**config.mk**
```make
export PLATFORM = sky130hd
export DESIGN_NAME = http_response_length_framer
export DESIGN_NICKNAME = d
export VERILOG_FILES = /design/src/hdl/hrlf_pkg.sv /design/src/hdl/hrlf_line_parser.sv /design/src/hdl/hrlf_frame_core.sv /design/src/hdl/http_response_length_framer.sv
export SDC_FILE = /design/constraint.sdc
export NUM_CORES = 1
export LEC_CHECK = 0
export ABC_AREA = 1
export BUFFER_PORTS_ARGS = -buffer_cell sky130_fd_sc_hd__buf_2
export CAP_MARGIN = 5
export CORE_ASPECT_RATIO = 1.2
export CORE_MARGIN = 5
export CORE_UTILIZATION = 35
export DETAILED_ROUTE_END_ITERATION = 8
export PLACE_DENSITY = 0.49
export SYNTH_ARGS = -nofsm -noshare
export SYNTH_HDL_FRONTEND = slang
export SYNTH_SLANG_ARGS = --single-unit
```
**constraint.sdc**
```tcl
create_clock -name i_clk -period 11.3 [get_ports i_clk]
set_input_delay 1.13 -clock i_clk [delete_from_list [all_inputs] [get_ports i_clk]]
set_output_delay 1.13 -clock i_clk [all_outputs]
set_load 0.01 [all_outputs]
```
**src/hdl/hrlf_pkg.sv**
```systemverilog
package hrlf_pkg;

    // Default width of the content length accumulator
    localparam int LEN_BITS_DEF = 32;

    // Length of the header name that carries the body length
    localparam int NAME_LEN = 14;

    // Character codes
    localparam logic [7:0] CHR_CR    = 8'h0D;
    localparam logic [7:0] CHR_LF    = 8'h0A;
    localparam logic [7:0] CHR_COLON = 8'h3A;
    localparam logic [7:0] CHR_SPACE = 8'h20;
    localparam logic [7:0] CHR_TAB   = 8'h09;
    localparam logic [7:0] CHR_ZERO  = 8'h30;
    localparam logic [7:0] CHR_NINE  = 8'h39;
    localparam logic [7:0] CHR_UP_A  = 8'h41;
    localparam logic [7:0] CHR_UP_Z  = 8'h5A;
    localparam logic [7:0] CASE_GAP  = 8'h20;

    // Decimal radix of the length value
    localparam int RADIX = 10;

    // Framing status codes
    typedef enum logic [1:0] {
        ST_INCOMPLETE = 2'd0,
        ST_NO_LENGTH  = 2'd1,
        ST_FRAMED     = 2'd2,
        ST_MALFORMED  = 2'd3
    } t_status;

    // Progress through the CR LF CR LF header terminator
    typedef enum logic [1:0] {
        EM_IDLE   = 2'd0,
        EM_CR     = 2'd1,
        EM_CRLF   = 2'd2,
        EM_CRLFCR = 2'd3
    } t_end_match;

    // Position within one header line
    typedef enum logic [2:0] {
        PH_NAME    = 3'd0,
        PH_NAME_CR = 3'd1,
        PH_LEAD    = 3'd2,
        PH_DIGITS  = 3'd3,
        PH_TRAIL   = 3'd4,
        PH_SKIP    = 3'd5
    } t_phase;

    // Input word
    typedef struct packed {
        logic [7:0] data_byte;
        logic       start_of_response;
    } t_in_word;

    // Output word
    typedef struct packed {
        logic [1:0]  framing_status;
        logic [31:0] expected_total;
        logic [31:0] bytes_seen;
        logic        message_complete;
        logic        over_length;
    } t_out_word;

    // Control from the frame core to the line parser
    typedef struct packed {
        logic       clear;
        logic       byte_evt;
        logic       end_evt;
        logic [7:0] data_byte;
    } t_line_ctrl;

    // Status from the line parser to the frame core
    typedef struct packed {
        logic length_found;
        logic pending_name_cr;
        logic malformed_evt;
    } t_line_stat;

    // Lowercase letter of the length header name at a position
    function automatic logic [7:0] name_char(input logic [3:0] idx);
        logic [7:0] ch;
        case (idx)
            4'd0:    ch = 8'h63; // c
            4'd1:    ch = 8'h6F; // o
            4'd2:    ch = 8'h6E; // n
            4'd3:    ch = 8'h74; // t
            4'd4:    ch = 8'h65; // e
            4'd5:    ch = 8'h6E; // n
            4'd6:    ch = 8'h74; // t
            4'd7:    ch = 8'h2D; // -
            4'd8:    ch = 8'h6C; // l
            4'd9:    ch = 8'h65; // e
            4'd10:   ch = 8'h6E; // n
            4'd11:   ch = 8'h67; // g
            4'd12:   ch = 8'h74; // t
            4'd13:   ch = 8'h68; // h
            default: ch = 8'h00;
        endcase
        return ch;
    endfunction

    // Fold an uppercase ASCII letter to lowercase
    function automatic logic [7:0] to_lower(input logic [7:0] c);
        logic [7:0] r;
        if (c inside {[CHR_UP_A:CHR_UP_Z]}) begin
            r = c + CASE_GAP;
        end else begin
            r = c;
        end
        return r;
    endfunction

endpackage

```
**src/hdl/hrlf_line_parser.sv**
```systemverilog
module hrlf_line_parser
    import hrlf_pkg::*;
#(
    parameter int LENGTH_BITS = LEN_BITS_DEF
) (
    input  logic                   i_clk,
    input  logic                   i_rst_n,
    input  t_line_ctrl             i_ctrl,
    output t_line_stat             o_stat,
    output logic [LENGTH_BITS-1:0] o_length
);

    localparam int WIDE = LENGTH_BITS + 4;

    t_phase                 r_phase,   n_phase;
    logic [3:0]             r_pos,     n_pos;
    logic [LENGTH_BITS-1:0] r_acc,     n_acc;
    logic                   r_found,   n_found;
    logic                   r_pending, n_pending;
    logic                   mal_evt;

    logic [7:0]      c;
    logic            is_blank;
    logic            is_digit;
    logic            is_cr;
    logic            pos_full;
    logic            name_hit;
    logic [WIDE-1:0] acc_wide;
    logic            acc_ovf;

    // Classify the incoming byte
    assign c        = i_ctrl.data_byte;
    assign is_blank = (c == CHR_SPACE) || (c == CHR_TAB);
    assign is_digit = c inside {[CHR_ZERO:CHR_NINE]};
    assign is_cr    = (c == CHR_CR);
    assign pos_full = (r_pos == 4'(NAME_LEN));
    assign name_hit = (r_pos < 4'(NAME_LEN)) && (to_lower(c) == name_char(r_pos));

    // Append the digit; anything above the accumulator range is an overflow
    assign acc_wide = {4'b0000, r_acc} * WIDE'(RADIX) + WIDE'(c[3:0]);
    assign acc_ovf  = |acc_wide[WIDE-1:LENGTH_BITS];

    // Next line state
    always_comb begin
        n_phase   = r_phase;
        n_pos     = r_pos;
        n_acc     = r_acc;
        n_found   = r_found;
        n_pending = r_pending;
        if (i_ctrl.clear) begin
            n_phase   = PH_NAME;
            n_pos     = '0;
            n_acc     = '0;
            n_found   = 1'b0;
            n_pending = 1'b0;
        end else if (i_ctrl.end_evt) begin
            n_pending = (r_phase == PH_NAME_CR);
            n_phase   = PH_NAME;
            n_pos     = '0;
        end else if (i_ctrl.byte_evt) begin
            case (r_phase)
                PH_NAME: begin
                    if (c == CHR_COLON) begin
                        if (pos_full) begin
                            n_found = 1'b1;
                            n_acc   = '0;
                            n_phase = PH_LEAD;
                        end else begin
                            n_phase = PH_SKIP;
                        end
                    end else if (name_hit) begin
                        n_pos = r_pos + 4'd1;
                    end else if (pos_full && is_cr) begin
                        n_phase = PH_NAME_CR;
                    end else begin
                        n_phase = PH_SKIP;
                    end
                end
                PH_NAME_CR: begin
                    n_phase = PH_SKIP;
                end
                PH_LEAD, PH_DIGITS: begin
                    if (is_digit) begin
                        if (acc_ovf) begin
                            n_phase = PH_SKIP;
                        end else begin
                            n_acc   = acc_wide[LENGTH_BITS-1:0];
                            n_phase = PH_DIGITS;
                        end
                    end else if (r_phase == PH_LEAD && is_blank) begin
                        n_phase = PH_LEAD;
                    end else if (r_phase == PH_DIGITS && (is_blank || is_cr)) begin
                        n_phase = PH_TRAIL;
                    end else begin
                        n_phase = PH_SKIP;
                    end
                end
                PH_TRAIL: begin
                    if (!(is_blank || is_cr)) begin
                        n_phase = PH_SKIP;
                    end
                end
                default: begin
                    n_phase = r_phase;
                end
            endcase
        end
    end

    // Flag a malformed length line
    always_comb begin
        mal_evt = 1'b0;
        if (!i_ctrl.clear) begin
            if (i_ctrl.end_evt) begin
                mal_evt = (r_phase == PH_NAME && pos_full) || (r_phase == PH_LEAD);
            end else if (i_ctrl.byte_evt) begin
                case (r_phase)
                    PH_NAME: begin
                        // second length line
                        mal_evt = (c == CHR_COLON) && pos_full && r_found;
                    end
                    PH_LEAD, PH_DIGITS: begin
                        if (is_digit) begin
                            mal_evt = acc_ovf;
                        end else if (r_phase == PH_LEAD && is_blank) begin
                            mal_evt = 1'b0;
                        end else if (r_phase == PH_DIGITS && (is_blank || is_cr)) begin
                            mal_evt = 1'b0;
                        end else begin
                            mal_evt = 1'b1;
                        end
                    end
                    PH_TRAIL: begin
                        mal_evt = !(is_blank || is_cr);
                    end
                    default: begin
                        mal_evt = 1'b0;
                    end
                endcase
            end
        end
    end

    // Hold line state
    always_ff @(posedge i_clk) begin
        if (!i_rst_n) begin
            r_phase   <= PH_NAME;
            r_pos     <= '0;
            r_acc     <= '0;
            r_found   <= 1'b0;
            r_pending <= 1'b0;
        end else begin
            r_phase   <= n_phase;
            r_pos     <= n_pos;
            r_acc     <= n_acc;
            r_found   <= n_found;
            r_pending <= n_pending;
        end
    end

    assign o_stat.length_found    = r_found;
    assign o_stat.pending_name_cr = r_pending;
    assign o_stat.malformed_evt   = mal_evt;
    assign o_length               = r_acc;

endmodule

```
**src/hdl/hrlf_frame_core.sv**
```systemverilog
module hrlf_frame_core
    import hrlf_pkg::*;
#(
    parameter int LENGTH_BITS = LEN_BITS_DEF
) (
    input  logic                   i_clk,
    input  logic                   i_rst_n,
    input  logic                   i_step,
    input  t_in_word               i_data,
    input  t_line_stat             i_line,
    input  logic [LENGTH_BITS-1:0] i_length,
    output t_line_ctrl             o_ctrl,
    output t_out_word              o_result
);

    // Total limit is the smaller of the length range and 32 bits
    localparam int LIM_BITS = (LENGTH_BITS < 32) ? LENGTH_BITS : 32;
    localparam int SUM_W    = ((LENGTH_BITS > 32) ? LENGTH_BITS : 32) + 1;

    logic [31:0] r_count, n_count;
    t_end_match  r_em,    n_em;
    logic        r_ended, n_ended;
    logic        r_first, n_first;
    logic        r_mal,   n_mal;
    logic [31:0] r_exp,   n_exp;

    logic [31:0]      c_count;
    t_end_match       c_em;
    logic             c_ended;
    logic             c_first;
    logic             c_mal;
    logic [31:0]      c_exp;
    logic [7:0]       c;
    logic             start;
    logic             found;
    logic             line_go;
    logic             pend_mal;
    logic [SUM_W-1:0] total;
    logic             total_ovf;
    t_status          status;
    logic             framed;

    assign c     = i_data.data_byte;
    assign start = i_data.start_of_response;

    // Start of response drops all prior state before this byte
    assign c_count = start ? '0 : r_count;
    assign c_em    = start ? EM_IDLE : r_em;
    assign c_ended = start ? 1'b0 : r_ended;
    assign c_first = start ? 1'b0 : r_first;
    assign c_mal   = start ? 1'b0 : r_mal;
    assign c_exp   = start ? '0 : r_exp;

    // Offset after the terminator plus the length value
    assign total     = SUM_W'(n_count) + SUM_W'(i_length);
    assign total_ovf = |total[SUM_W-1:LIM_BITS];
    assign pend_mal  = c_mal || i_line.pending_name_cr;

    // Terminator search
    always_comb begin
        n_em  = c_em;
        found = 1'b0;
        if (!c_ended) begin
            case (c_em)
                EM_IDLE: n_em = (c == CHR_CR) ? EM_CR : EM_IDLE;
                EM_CR: begin
                    if (c == CHR_LF) begin
                        n_em = EM_CRLF;
                    end else if (c == CHR_CR) begin
                        n_em = EM_CR;
                    end else begin
                        n_em = EM_IDLE;
                    end
                end
                EM_CRLF: n_em = (c == CHR_CR) ? EM_CRLFCR : EM_IDLE;
                EM_CRLFCR: begin
                    found = (c == CHR_LF);
                    n_em  = (c == CHR_CR) ? EM_CR : EM_IDLE;
                end
                default: n_em = EM_IDLE;
            endcase
            if (found) begin
                n_em = EM_IDLE;
            end
        end
    end

    // Byte count, status line skip, header end, malformed flag and expected total
    always_comb begin
        n_count = (c_count == '1) ? c_count : c_count + 32'd1;
        n_ended = c_ended || found;
        n_first = c_first;
        n_mal   = c_mal || i_line.malformed_evt;
        n_exp   = c_exp;
        line_go = !c_ended && !found && c_first;
        if (!c_ended && !found && !c_first && c == CHR_LF) begin
            n_first = 1'b1;
        end
        if (found) begin
            n_mal = pend_mal;
            if (!pend_mal && i_line.length_found) begin
                if (total_ovf) begin
                    n_mal = 1'b1;
                end else begin
                    n_exp = total[31:0];
                end
            end
        end
    end

    // Drive the line parser
    assign o_ctrl.clear     = i_step && start;
    assign o_ctrl.byte_evt  = i_step && line_go && (c != CHR_LF);
    assign o_ctrl.end_evt   = i_step && line_go && (c == CHR_LF);
    assign o_ctrl.data_byte = c;

    // Status after this byte
    always_comb begin
        if (!n_ended) begin
            status = ST_INCOMPLETE;
        end else if (n_mal) begin
            status = ST_MALFORMED;
        end else if (i_line.length_found) begin
            status = ST_FRAMED;
        end else begin
            status = ST_NO_LENGTH;
        end
    end

    assign framed                    = (status == ST_FRAMED);
    assign o_result.framing_status   = status;
    assign o_result.expected_total   = framed ? n_exp : 32'd0;
    assign o_result.bytes_seen       = n_count;
    assign o_result.message_complete = framed && (n_count == n_exp);
    assign o_result.over_length      = framed && (n_count > n_exp);

    // Advance framing state on each word
    always_ff @(posedge i_clk) begin
        if (!i_rst_n) begin
            r_count <= '0;
            r_em    <= EM_IDLE;
            r_ended <= 1'b0;
            r_first <= 1'b0;
            r_mal   <= 1'b0;
            r_exp   <= '0;
        end else if (i_step) begin
            r_count <= n_count;
            r_em    <= n_em;
            r_ended <= n_ended;
            r_first <= n_first;
            r_mal   <= n_mal;
            r_exp   <= n_exp;
        end
    end

endmodule

```
**src/hdl/http_response_length_framer.sv**
```systemverilog
// Channel  Direction  Handshake                 Payload
// -------  ---------  ------------------------  -----------------------
// in       input      i_in_valid / o_in_ready   i_in_data  (t_in_word)
// out      output     o_out_valid / i_out_ready o_out_data (t_out_word)
//
// One word per cycle sustained while the output does not stall; each byte's
// result passes the input register, then the result register, to the output.
// The per-byte work is the framing update between the two registers; the
// length digit append and the total add set the longest path.
// Reset is synchronous, active low, and empties both registers.
// A stalled output holds its word; the input register still takes a word
// when the result register is about to drain.
module http_response_length_framer
    import hrlf_pkg::*;
#(
    parameter int LENGTH_BITS = LEN_BITS_DEF
) (
    input  logic      i_clk,
    input  logic      i_rst_n,
    input  logic      i_in_valid,
    output logic      o_in_ready,
    input  t_in_word  i_in_data,
    output logic      o_out_valid,
    input  logic      i_out_ready,
    output t_out_word o_out_data
);

    logic      r_in_valid;
    t_in_word  r_in_data;
    logic      r_out_valid;
    t_out_word r_out_data;

    logic                   advance;
    logic                   step;
    logic                   in_accept;
    t_line_ctrl             line_ctrl;
    t_line_stat             line_stat;
    logic [LENGTH_BITS-1:0] line_length;
    t_out_word              result;

    // Handshake between the two stages
    assign advance    = !r_out_valid || i_out_ready;
    assign step       = r_in_valid && advance;
    assign o_in_ready = !r_in_valid || advance;
    assign in_accept  = i_in_valid && o_in_ready;

    // Capture the input word
    always_ff @(posedge i_clk) begin
        if (!i_rst_n) begin
            r_in_valid <= 1'b0;
        end else if (in_accept) begin
            r_in_valid <= 1'b1;
        end else if (step) begin
            r_in_valid <= 1'b0;
        end
    end

    always_ff @(posedge i_clk) begin
        if (in_accept) begin
            r_in_data <= i_in_data;
        end
    end

    hrlf_line_parser #(
        .LENGTH_BITS(LENGTH_BITS)
    ) u_line_parser (
        .i_clk    (i_clk),
        .i_rst_n  (i_rst_n),
        .i_ctrl   (line_ctrl),
        .o_stat   (line_stat),
        .o_length (line_length)
    );

    hrlf_frame_core #(
        .LENGTH_BITS(LENGTH_BITS)
    ) u_frame_core (
        .i_clk    (i_clk),
        .i_rst_n  (i_rst_n),
        .i_step   (step),
        .i_data   (r_in_data),
        .i_line   (line_stat),
        .i_length (line_length),
        .o_ctrl   (line_ctrl),
        .o_result (result)
    );

    // Hold the result until taken
    always_ff @(posedge i_clk) begin
        if (!i_rst_n) begin
            r_out_valid <= 1'b0;
        end else if (advance) begin
            r_out_valid <= r_in_valid;
        end
    end

    always_ff @(posedge i_clk) begin
        if (step) begin
            r_out_data <= result;
        end
    end

    assign o_out_valid = r_out_valid;
    assign o_out_data  = r_out_data;

    // Fields tied to framing are zero unless framed
    a_unframed_zero: assert property (@(posedge i_clk) disable iff (!i_rst_n)
        (o_out_valid && o_out_data.framing_status != ST_FRAMED) |->
        (o_out_data.expected_total == 32'd0 && !o_out_data.message_complete &&
         !o_out_data.over_length))
        else $error("unframed result carries framing fields");

    // Complete and over length exclude each other
    a_complete_excl: assert property (@(posedge i_clk) disable iff (!i_rst_n)
        o_out_valid |-> !(o_out_data.message_complete && o_out_data.over_length))
        else $error("complete and over length both set");

    // Every result counts at least its own byte
    a_count_nonzero: assert property (@(posedge i_clk) disable iff (!i_rst_n)
        o_out_valid |-> (o_out_data.bytes_seen != 32'd0))
        else $error("result with zero byte count");

    // A word accepted into an empty pipe is offered once it passes the input and result registers
    a_latency: assert property (@(posedge i_clk) disable iff (!i_rst_n)
        (in_accept && !r_in_valid && !r_out_valid) |=> ##1 o_out_valid)
        else $error("result missing after accepted word");

endmodule
```
==> impl_metrics.csv, run 1 <==
group,metric,value,unit
status,run_status,"finished, final reports clean",
setup_path,r2r_slack,3.50,ns
cells_and_area,mostFrequentLayoutCells,"nand2_1 (517), inv_1 (340), nor2_1 (218)",
synthesis,syn_area,15200,um^2
floorplanning,io-pin-count,83,
synthesis,syn_inst,2208,
grt,grt_use_total,19.3,%
cells_and_area,fin_area,16700,um^2
timing,period_needed,7.80,ns
cts,cts_buffers,17,
synthesis,synth-adder-area-share,12.0,%
routing,vias,14100,
floorplanning,placementRows,83,
timing,grt_setup_unrepaired,"no",
setup_path,crit_end,"o_out_data[0]$_DFFE_PP_",
timing,finalCritPeriodShare,69.0,%
power,p_sw,0.423,mW
setup_path,end_kind,"flip-flop",
floorplanning,design.die.area,47700,um^2
cells_and_area,diodes,0,
cells_and_area,multi_input_area,8900,um^2
placed_design,dpl_cell_area,16100,um^2
timing,clock-skew-final,0.0163,ns
floorplanning,chipWidth,200,um
setup_path,worstSetupPathType,"flip-flop to flip-flop",
grt,antenna_found_initial,0,
grt,grt_max_degree,87,
timing,relSlewSlack,34.3,%
synthesis,synth_ff_type,"dfxtp_1",
setup_path,path_common_cell,"a21oi_1",
setup_path,required,11.49,ns
power,seqPwrFrac,50.4,%
setup_path,crit_family,"simple AND/OR/NAND/NOR gates",
routing,firstDrtPassIters,5,
synthesis,ys_warn_count,0,
cts,cts-root-buf,"clkbuf_16",
cts,cts_hold_buf,0,
routing,drtIter0Drc,624,
setup_path,cpPeakStageDelay,0.52,ns
cts,cts_tree,"done",
cts,cts_max_level,4,
synthesis,ys_top_cells_by_area,"dfxtp_1 (16%), edfxtp_1 (15%), nand2_1 (13%)",
cts,insertion_delay,0.47,ns
synthesis,netlist.area_leader.share,15.7,%
power,internal-power,1.12,mW
synthesis,synth.mux.area_fraction,0.0742,%
synthesis,yosysSeqAreaShare,30.9,%
cells_and_area,nets,2426,
synthesis,synth_area_leader_cell,"dfxtp_1",
power,sw_frac_of_total,27.4,%
setup_path,path_max_fanout,45,
setup_path,worstPathArrival,7.99,ns
setup_path,crit_cells,33,
power,ir_drop,0.0943,mV
placed_design,place.gp.congestion,0.887,
grt,grt_pass1_wl,74200,um
synthesis,ys_ff_latch,196,
timing,finalHoldViolations,0,
synthesis,synth_area_per_cell,6.88,um^2
setup_path,slowest_stage,"nor3_1",
min_path,hp-class,"flip-flop to flip-flop",
power,combinationalPowerShare,10.2,%
cts,clkTransAtPathRegs,0.08,ns
placed_design,port_buffers,82,
cells_and_area,layout-drive-gt1-share,10.2,%
routing,drc,0,
synthesis,synth_xor_area_share,2.94,%
floorplanning,start_util,35.4,%
setup_path,r2r_start,"r_in_data[0]$_DFFE_PP_",
placed_design,hpwlAfterDp,37000,um
cells_and_area,seq_area,4690,um^2
grt,overflow,0,
synthesis,synth-edff-count,77,
setup_path,critPathLaunch,"r_in_data[0]$_DFFE_PP_",
synthesis,async_flop_share,0,%
cells_and_area,layout_commonest_cell,"nand2_1",
floorplanning,fp.coreArea,42900,um^2
cells_and_area,area_growth,10.0,%
floorplanning,die_h,238,um
synthesis,synth_top_family_by_area,"simple AND/OR/NAND/NOR gates",
routing,ant_nets,0,
setup_path,r2r_cells,33,
synthesis,yosys.area_share.simple,29.5,%
run,max-cap-violations,0,
setup_path,r2r-end,"o_out_data[0]$_DFFE_PP_",
routing,wl,46100,um
timing,final.setup.tns,0,ns
power,power_density,92.4,nW/um^2
grt,grt_pass1_vias,13800,
timing,fmax,128,MHz
timing,slew_violations,0,
cts,cts_sinks,196,
synthesis,synth-compound-area-share,14.0,%
cts,cts_resized,0,
power,p_clk_share,39.4,%
setup_path,startpoint_type,"flip-flop",
cts,ctsLongestPathBuffers,2,
cells_and_area,nFillCells,4545,
synthesis,synth_nets,2365,
routing,wl_per_cell,16.3,um
synthesis,yosys.cell_types.count,58,
setup_path,path_buf_inv,6,
power,power_leakage,8.02,nW
cts,cts_setup_buffers,0,
timing,tightestPinTransition,0.986,ns
timing,setup_viol,0,
routing,vias_per_cell,4.96,
## power by group through the flow
stage / combinational, mW / sequential, mW / clock (mW)
2_1_floorplan: 0.102 / 0.795 / 0
3_3_place_gp: 0.157 / 0.795 / 0
3_5_place_dp: 0.158 / 0.794 / 0
4_1_cts: 0.159 / 0.778 / 0.624
5_1_grt: 0.177 / 0.781 / 0.654
6_report: 0.157 / 0.778 / 0.609
## worst min-delay path by stage
| stage | start | cells past startpoint | to | slack, ns |
|---|---|---|---|---|
| CTS | u_frame_core.r_ended$_SDFFE_PN0P_ | 2 | u_frame_core.r_ended$_SDFFE_PN0P_ | 0.48 |
| global placement | u_frame_core.r_ended$_SDFFE_PN0P_ | 2 | u_frame_core.r_ended$_SDFFE_PN0P_ | 0.47 |
| detailed placement | u_frame_core.r_ended$_SDFFE_PN0P_ | 2 | u_frame_core.r_ended$_SDFFE_PN0P_ | 0.46 |
| global route | u_frame_core.r_em[0]$_SDFFE_PN0P_ | 2 | u_frame_core.r_em[0]$_SDFFE_PN0P_ | 0.51 |
| floorplan | u_frame_core.r_em[0]$_SDFFE_PN0P_ | 2 | u_frame_core.r_em[0]$_SDFFE_PN0P_ | 0.44 |
| finish | u_frame_core.r_ended$_SDFFE_PN0P_ | 2 | u_frame_core.r_ended$_SDFFE_PN0P_ | 0.47 |
## metrics by stage
stage                     instances  hold WS [ns]  worst slack [ns]  utilization, %  total power, mW
after floorplan                2208         0.444              5.21               -            0.897
after global placement         2802         0.468              3.49            37.6            0.952
after detailed placement       2802         0.465              3.48            37.6            0.952
after CTS                      2834         0.476              3.44            38.9             1.56
after global routing           2834         0.511              2.83            38.9             1.61
final                          2834         0.470              3.50            38.9             1.54
## routing by layer
layer	vias up	global-route usage, %	routed length [um]
li1	7333	-	-
met4	0	6.59	1180
met5	-	0	0
met3	49	1.79	1060
met2	221	34.5	22500
met1	6449	24.7	21400
## flip-flops by register name (all words and copies together), names as in the netlist, 2 cells and up, named ones only
register	flops
u_line_parser.r_phase	3
u_frame_core.r_count	32
u_frame_core.r_exp	32
u_line_parser.r_pos	4
u_frame_core.r_em	2
u_line_parser.o_length	32
r_in_data	9
o_out_data	68
## worst min-delay path, delay by kind of cell (launching register included)
| family | cells | cell delay [ns] |
|---|---|---|
| compound gates | 1 | 0.05 |
| simple gates | 1 | 0.06 |
| flops | 1 | 0.31 |
## area by class of cell
type,count,share of cell area (%)
sequential,196,28.1
clock inverter,15,0.891
tap,552,4.13
clock buffer,17,2.55
timing repair buffer,90,2.82
multi-input combinational,1598,53.3
inverter,366,8.24
## Yosys cell counts, types with 2 or more instances
library cell and number:
fa_1 3, a21o_1 4, nor3_1 25, inv_1 341
edfxtp_1 77, nand3b_1 9, nor2_4 11, nor2_2 33
a32oi_1 2, o211a_1 3, nor2_1 219, a211oi_1 2
xor2_1 36, nor3_2 5, o211ai_1 24, nand2_2 19
clkbuf_1 32, o21ai_1 3, o311ai_0 2, ha_1 141
buf_2 5, inv_2 24, and2_1 3, nand2_1 518
buf_1 6, xnor2_1 15, nand4_1 23, a31oi_1 12
a21oi_1 160, a21oi_2 2, dfxtp_1 119, o21ai_0 142
a21boi_0 2, o22ai_1 2, o221ai_1 2, a211oi_2 2
buf_6 5, nand3_2 5, o21bai_1 5, nand3_1 127
nor4_2 3, o21a_1 8, nor4_1 12
## kinds of logic (layout without fill, tap and decap cells)
| group | Yosys count | after routing |
|---|---|---|
| buf+inv | 414 | 488 |
| xor+xnor | 51 | 51 |
| fa+ha+maj | 144 | 144 |
| mux | 1 | 1 |
| compound gates | 383 | 383 |
| flops | 196 | 196 |
| simple gates | 1019 | 1019 |
(Power assumes the default switching activity.)
==> run 2: changes to the inputs <==
==> constraint.sdc (replaced) <==
create_clock -name i_clk -period 7.4 [get_ports i_clk]
set_input_delay 0.74 -clock i_clk [delete_from_list [all_inputs] [get_ports i_clk]]
set_output_delay 0.74 -clock i_clk [all_outputs]
set_load 0.01 [all_outputs]
==> run 2 against run 1 <==
Against the previous run:
- worst hold slack worse by 0.0086 ns
- sequential share of layout area is 0.34 points lower
- power is 54% higher
- critical endpoint unchanged
- largest power group unchanged
- highest routed layer unchanged
==> impl_metrics.csv, run 2 (synthesized netlist as in run 1, its figures left out) <==
group,metric,value,unit
timing,slew_violations,0,
min_path,hp-class,"input port to flip-flop",
cts,ctsLongestPathBuffers,2,
power,sw_frac_of_total,27.4,%
cts,cts_sinks,196,
min_path,min-delay-start,"i_in_data[2]",
placed_design,place.gp.congestion,0.884,
timing,finalHoldViolations,0,
floorplanning,chipWidth,200,um
setup_path,worstSetupPathType,"flip-flop to flip-flop",
power,power_density,141,nW/um^2
cts,cts_buffers,17,
routing,drc,0,
routing,wl,46300,um
timing,period_needed,7.02,ns
cells_and_area,seq_area,4690,um^2
setup_path,startpoint_type,"flip-flop",
floorplanning,design.die.area,47700,um^2
timing,whs,0.461,ns
cts,clkTransAtPathRegs,0.08,ns
placed_design,placedCellCount,2815,
placed_design,hpwlAfterDp,37300,um
routing,vias_per_cell,4.97,
setup_path,critPathLaunch,"r_in_data[0]$_DFFE_PP_",
floorplanning,placementRows,83,
floorplanning,io-pin-count,83,
cts,cts_tree,"done",
cells_and_area,multi_input_area,8970,um^2
setup_path,cpPeakStageDelay,0.54,ns
min_path,whs_path_depth,1,
power,power_leakage,8.15,nW
setup_path,worstPathArrival,7.21,ns
cells_and_area,layout-drive-gt1-share,11.2,%
power,internal-power,1.73,mW
routing,ant_nets,0,
setup_path,slowest_stage,"nor4_2",
power,seqPwrFrac,49.8,%
cells_and_area,area_growth,11.3,%
setup_path,r2r_cells,37,
timing,finalCritPeriodShare,94.8,%
setup_path,required,7.59,ns
grt,grt_pass1_vias,13600,
timing,fmax,143,MHz
cells_and_area,nets,2441,
timing,tightestPinTransition,1.01,ns
run,max-cap-violations,0,
cells_and_area,mostFrequentLayoutCells,"nand2_1 (516), inv_1 (340), nor2_1 (218)",
grt,antenna_found_initial,1,
routing,wl_per_cell,16.2,um
cts,cts_max_level,4,
cells_and_area,instances_no_fill,2850,
power,ir_drop,0.145,mV
grt,overflow,0,
power,combinationalPowerShare,10.5,%
floorplanning,die_h,238,um
placed_design,port_buffers,82,
cells_and_area,largest_register_ffs,68,
routing,vias,14200,
floorplanning,fp.coreArea,42900,um^2
setup_path,path_common_cell,"nand2_1",
floorplanning,start_util,35.4,%
routing,firstDrtPassIters,7,
power,p_clk_share,39.7,%
routing,drtIter0Drc,737,
status,run_status,"finished, final reports clean",
cells_and_area,layout_commonest_cell,"nand2_1",
cells_and_area,nFillCells,4526,
setup_path,r2r_start,"r_in_data[0]$_DFFE_PP_",
cts,cts-root-buf,"clkbuf_16",
setup_path,end_kind,"flip-flop",
power,p_sw,0.653,mW
timing,relSlewSlack,32.9,%
grt,grt_max_degree,87,
grt,grt_use_total,19.0,%
timing,clock-skew-final,0.0219,ns
timing,setup_viol,0,
power,fin_total_pwr,2.38,mW
grt,grt_pass1_wl,73100,um
setup_path,path_max_fanout,16,
cts,insertion_delay,0.46,ns
-- run 2: cell count changes in the layout (fill, tap and decap cells not counted), moves of 4 or more --
cell	before	now
buf_4	8	22
clkinvlp_4	5	0
xor2_2	0	4
xor2_1	36	32
-- run 2: layer usage --
metal / track usage, % / vias to the layer above / wire, um
met4: 6.18 / 0 / 1270
met1: 24.1 / 6478 / 21200
met5: 0 / - / 0
li1: - / 7377 / -
met2: 34.2 / 260 / 22600
met3: 1.89 / 60 / 1240
-- run 2: layout make-up --
type | count | area share [%]
diodes | 1 | 0.0148
clock buffers | 19 | 2.62
clock inverters | 13 | 0.844
inverters | 366 | 8.15
multi-input cells | 1598 | 53.0
flip-flops and latches | 196 | 27.8
well taps | 552 | 4.08
repair buffers | 105 | 3.49
-- run 2: metrics by stage --
step	utilization, %	TNS [ns]	setup slack, ns	cell area, um^2
2_1_floorplan	-	0	1.31	15200
3_3_place_gp	37.8	-0.0732	-0.0732	16200
3_5_place_dp	37.8	-0.132	-0.132	16200
4_1_cts	39.2	0	0.138	16800
5_1_grt	39.4	-0.0312	-0.0312	16900
6_report	39.4	0	0.383	16900
-- run 2: worst paths after layout --
check / end / slack (ns)
max reg2reg: o_out_data[0]$_DFFE_PP_ / 0.38
min: r_in_data[2]$_DFFE_PP_ / 0.46
min reg2reg: u_frame_core.r_em[0]$_SDFFE_PN0P_ / 0.47
max: o_out_data[0]$_DFFE_PP_ / 0.38
-- run 2: critical path, delay by kind of cell, from the launching register on --
kind / cells / cell delay (ns)
simple gates: 29 / 4.48
flops: 1 / 0.50
xor+xnor: 1 / 0.21
buf+inv: 4 / 0.61
compound gates: 1 / 0.40
fa+ha+maj: 2 / 0.55
-- run 2: power groups by stage --
stage	Combinational [mW]	Clock (mW)	Sequential [mW]
global route	0.282	1.01	1.19
finish	0.250	0.946	1.19
global placement	0.248	0	1.21
detailed placement	0.249	0	1.21
CTS	0.251	0.974	1.19
floorplan	0.156	0	1.21
-- run 2: what timing repair did --
| action | in CTS | in global routing |
|---|---|---|
| gates cloned | 0 | 0 |
| hold buffers | 0 | 0 |
| endpoints found under the setup margin | 2 | 2 |
| endpoints found under the hold margin | 0 | 0 |
| setup buffers | 0 | 2 |
| gates resized for setup | 1 | 16 |
==> run 3: changes to the inputs <==
--- a/config.mk
+++ b/config.mk
@@ -13,6 +13,7 @@
 export CORE_UTILIZATION = 35
 export DETAILED_ROUTE_END_ITERATION = 8
 export PLACE_DENSITY = 0.49
+export RECOVER_POWER = 25
 export SYNTH_ARGS = -nofsm -noshare
 export SYNTH_HDL_FRONTEND = slang
 export SYNTH_SLANG_ARGS = --single-unit
==> run 3 against run 2 <==
Against the previous run:
- the flow now finishes with violations (max-capacitance violations, max-slew violations)
- utilization is 0.12 points lower
- via count hardly changed
- combinational power hardly changed
- final cell count hardly changed
- power hardly changed
- clock skew hardly changed
- final area is 0.30% lower
- maximum frequency hardly changed
==> impl_metrics.csv, run 3 (synthesized netlist as in run 1, its figures left out) <==
group,metric,value,unit
floorplanning,io-pin-count,83,
routing,vias_per_cell,4.98,
cells_and_area,seq_area,4690,um^2
routing,firstDrtPassIters,7,
timing,period_needed,7.01,ns
floorplanning,start_util,35.4,%
status,violations,"max-capacitance violations, max-slew violations",
cells_and_area,multi_input_area,8960,um^2
floorplanning,placementRows,83,
cells_and_area,nFillCells,4553,
cells_and_area,largest_register_ffs,68,
cts,cts_tree,"done",
cells_and_area,nets,2441,
status,run_status,"finished with violations",
cts,cts-root-buf,"clkbuf_16",
cells_and_area,layout_commonest_cell,"nand2_1",
floorplanning,fp.coreArea,42900,um^2
setup_path,end_kind,"flip-flop",
setup_path,startpoint_type,"flip-flop",
placed_design,place.gp.congestion,0.884,
min_path,hp-class,"input port to flip-flop",
power,ir_drop,0.145,mV
placed_design,placedCellCount,2815,
grt,grt_use_total,19.0,%
power,power_leakage,8.04,nW
setup_path,cpPeakStageDelay,0.55,ns
timing,clock-skew-final,0.0218,ns
cts,cts_hold_buf,0,
placed_design,hpwlAfterDp,37300,um
placed_design,port_buffers,82,
cts,ctsLongestPathBuffers,2,
cells_and_area,layout-drive-gt1-share,9.58,%
setup_path,path_common_cell,"nand2_1",
cts,insertion_delay,0.46,ns
cells_and_area,area_growth,11.0,%
setup_path,worstPathArrival,7.21,ns
power,power_density,141,nW/um^2
cts,cts_max_level,4,
cells_and_area,instances_no_fill,2849,
routing,wl,46300,um
grt,grt_max_degree,87,
setup_path,required,7.59,ns
timing,fmax,143,MHz
routing,vias,14200,
setup_path,r2r_cells,37,
grt,antenna_found_initial,1,
cells_and_area,diodes,0,
routing,drc,0,
min_path,whs_path_depth,1,
floorplanning,die_h,238,um
routing,ant_nets,0,
timing,finalCritPeriodShare,94.8,%
power,fin_total_pwr,2.38,mW
timing,setup_viol,0,
timing,slew_violations,58,
cts,cts_buffers,17,
grt,overflow,0,
setup_path,path_max_fanout,16,
timing,relSlewSlack,-44.8,%
timing,finalHoldViolations,0,
cts,clkTransAtPathRegs,0.08,ns
grt,grt_pass1_wl,73100,um
cts,cts_sinks,196,
cells_and_area,mostFrequentLayoutCells,"nand2_1 (517), inv_1 (340), nor2_1 (218)",
routing,wl_per_cell,16.3,um
run,max-cap-violations,1,
grt,grt_pass1_vias,13600,
floorplanning,chipWidth,200,um
routing,drtIter0Drc,760,
setup_path,worstSetupPathType,"flip-flop to flip-flop",
timing,tightestPinTransition,2.16,ns
setup_path,slowest_stage,"nor4_2",
floorplanning,design.die.area,47700,um^2
-- run 3: cell count changes in the layout (fill, tap and decap cells not counted) --
| cell | previous run | this run |
|---|---|---|
| buf_2 | 82 | 46 |
| clkbuf_1 | 1 | 37 |
| clkinvlp_2 | 0 | 1 |
| diode_2 | 1 | 0 |
| inv_4 | 2 | 1 |
| nand2_1 | 516 | 517 |
| nand2_2 | 20 | 19 |
-- run 3: timing repair --
action                                  in CTS  in global routing
endpoints found under the setup margin       2                  2
buffers inserted                             0                  2
pin swaps                                    0                  0
resized for setup                            1                 16
-- run 3: worst paths after layout --
path,start,to,slack (ns)
max,r_in_data[0]$_DFFE_PP_,o_out_data[0]$_DFFE_PP_,0.39
min,i_in_data[3],r_in_data[3]$_DFFE_PP_,0.46
max reg2reg,r_in_data[0]$_DFFE_PP_,o_out_data[0]$_DFFE_PP_,0.39
min reg2reg,u_frame_core.r_em[0]$_SDFFE_PN0P_,u_frame_core.r_em[0]$_SDFFE_PN0P_,0.47
-- run 3: metrics by stage --
| step | utilization [%] | hold WS [ns] | instance area, um^2 | setup slack (ns) | TNS (ns) |
|---|---|---|---|---|---|
| finish | 39.3 | 0.461 | 16900 | 0.386 | 0 |
| floorplan | - | 0.444 | 15200 | 1.31 | 0 |
| global placement | 37.8 | 0.457 | 16200 | -0.0732 | -0.0732 |
| CTS | 39.2 | 0.438 | 16800 | 0.138 | 0 |
| detailed placement | 37.8 | 0.459 | 16200 | -0.132 | -0.132 |
| global route | 39.3 | 0.440 | 16900 | -0.0312 | -0.0312 |
-- run 3: cell type report --
| type | count | area share [%] |
|---|---|---|
| Clock buffer | 19 | 2.63 |
| Tap cell | 552 | 4.10 |
| Multi-Input combinational cell | 1598 | 53.2 |
| Timing Repair Buffer | 105 | 3.24 |
| Inverter | 366 | 8.17 |
| Clock inverter | 13 | 0.846 |
| Sequential cell | 196 | 27.8 |
-- run 3: worst max-delay path: cells and delay by family (launching register included) --
family	cells	cell delay, ns
adders and majority gates	2	0.55
AOI/OAI and AO/OA	1	0.39
DFF	1	0.50
xor gates and xnor gates	1	0.21
buffers and inverters	4	0.61
and+or+nand+nor	29	4.48
-- run 3: where the power goes --
part	leakage, nW	switching, mW	internal [mW]	total (mW)
clock network	0.291	0.460	0.488	0.947
registers	1.72	0.0236	1.16	1.19
logic	6.03	0.171	0.0778	0.249
-- run 3: per-layer routing --
layer,share of wire [%],global-route usage (%),vias up
met1,46,24.1,6495
li1,-,-,7379
met5,0,0,-
met2,49,34.2,245
met3,2.5,1.89,58
met4,2.7,6.18,0
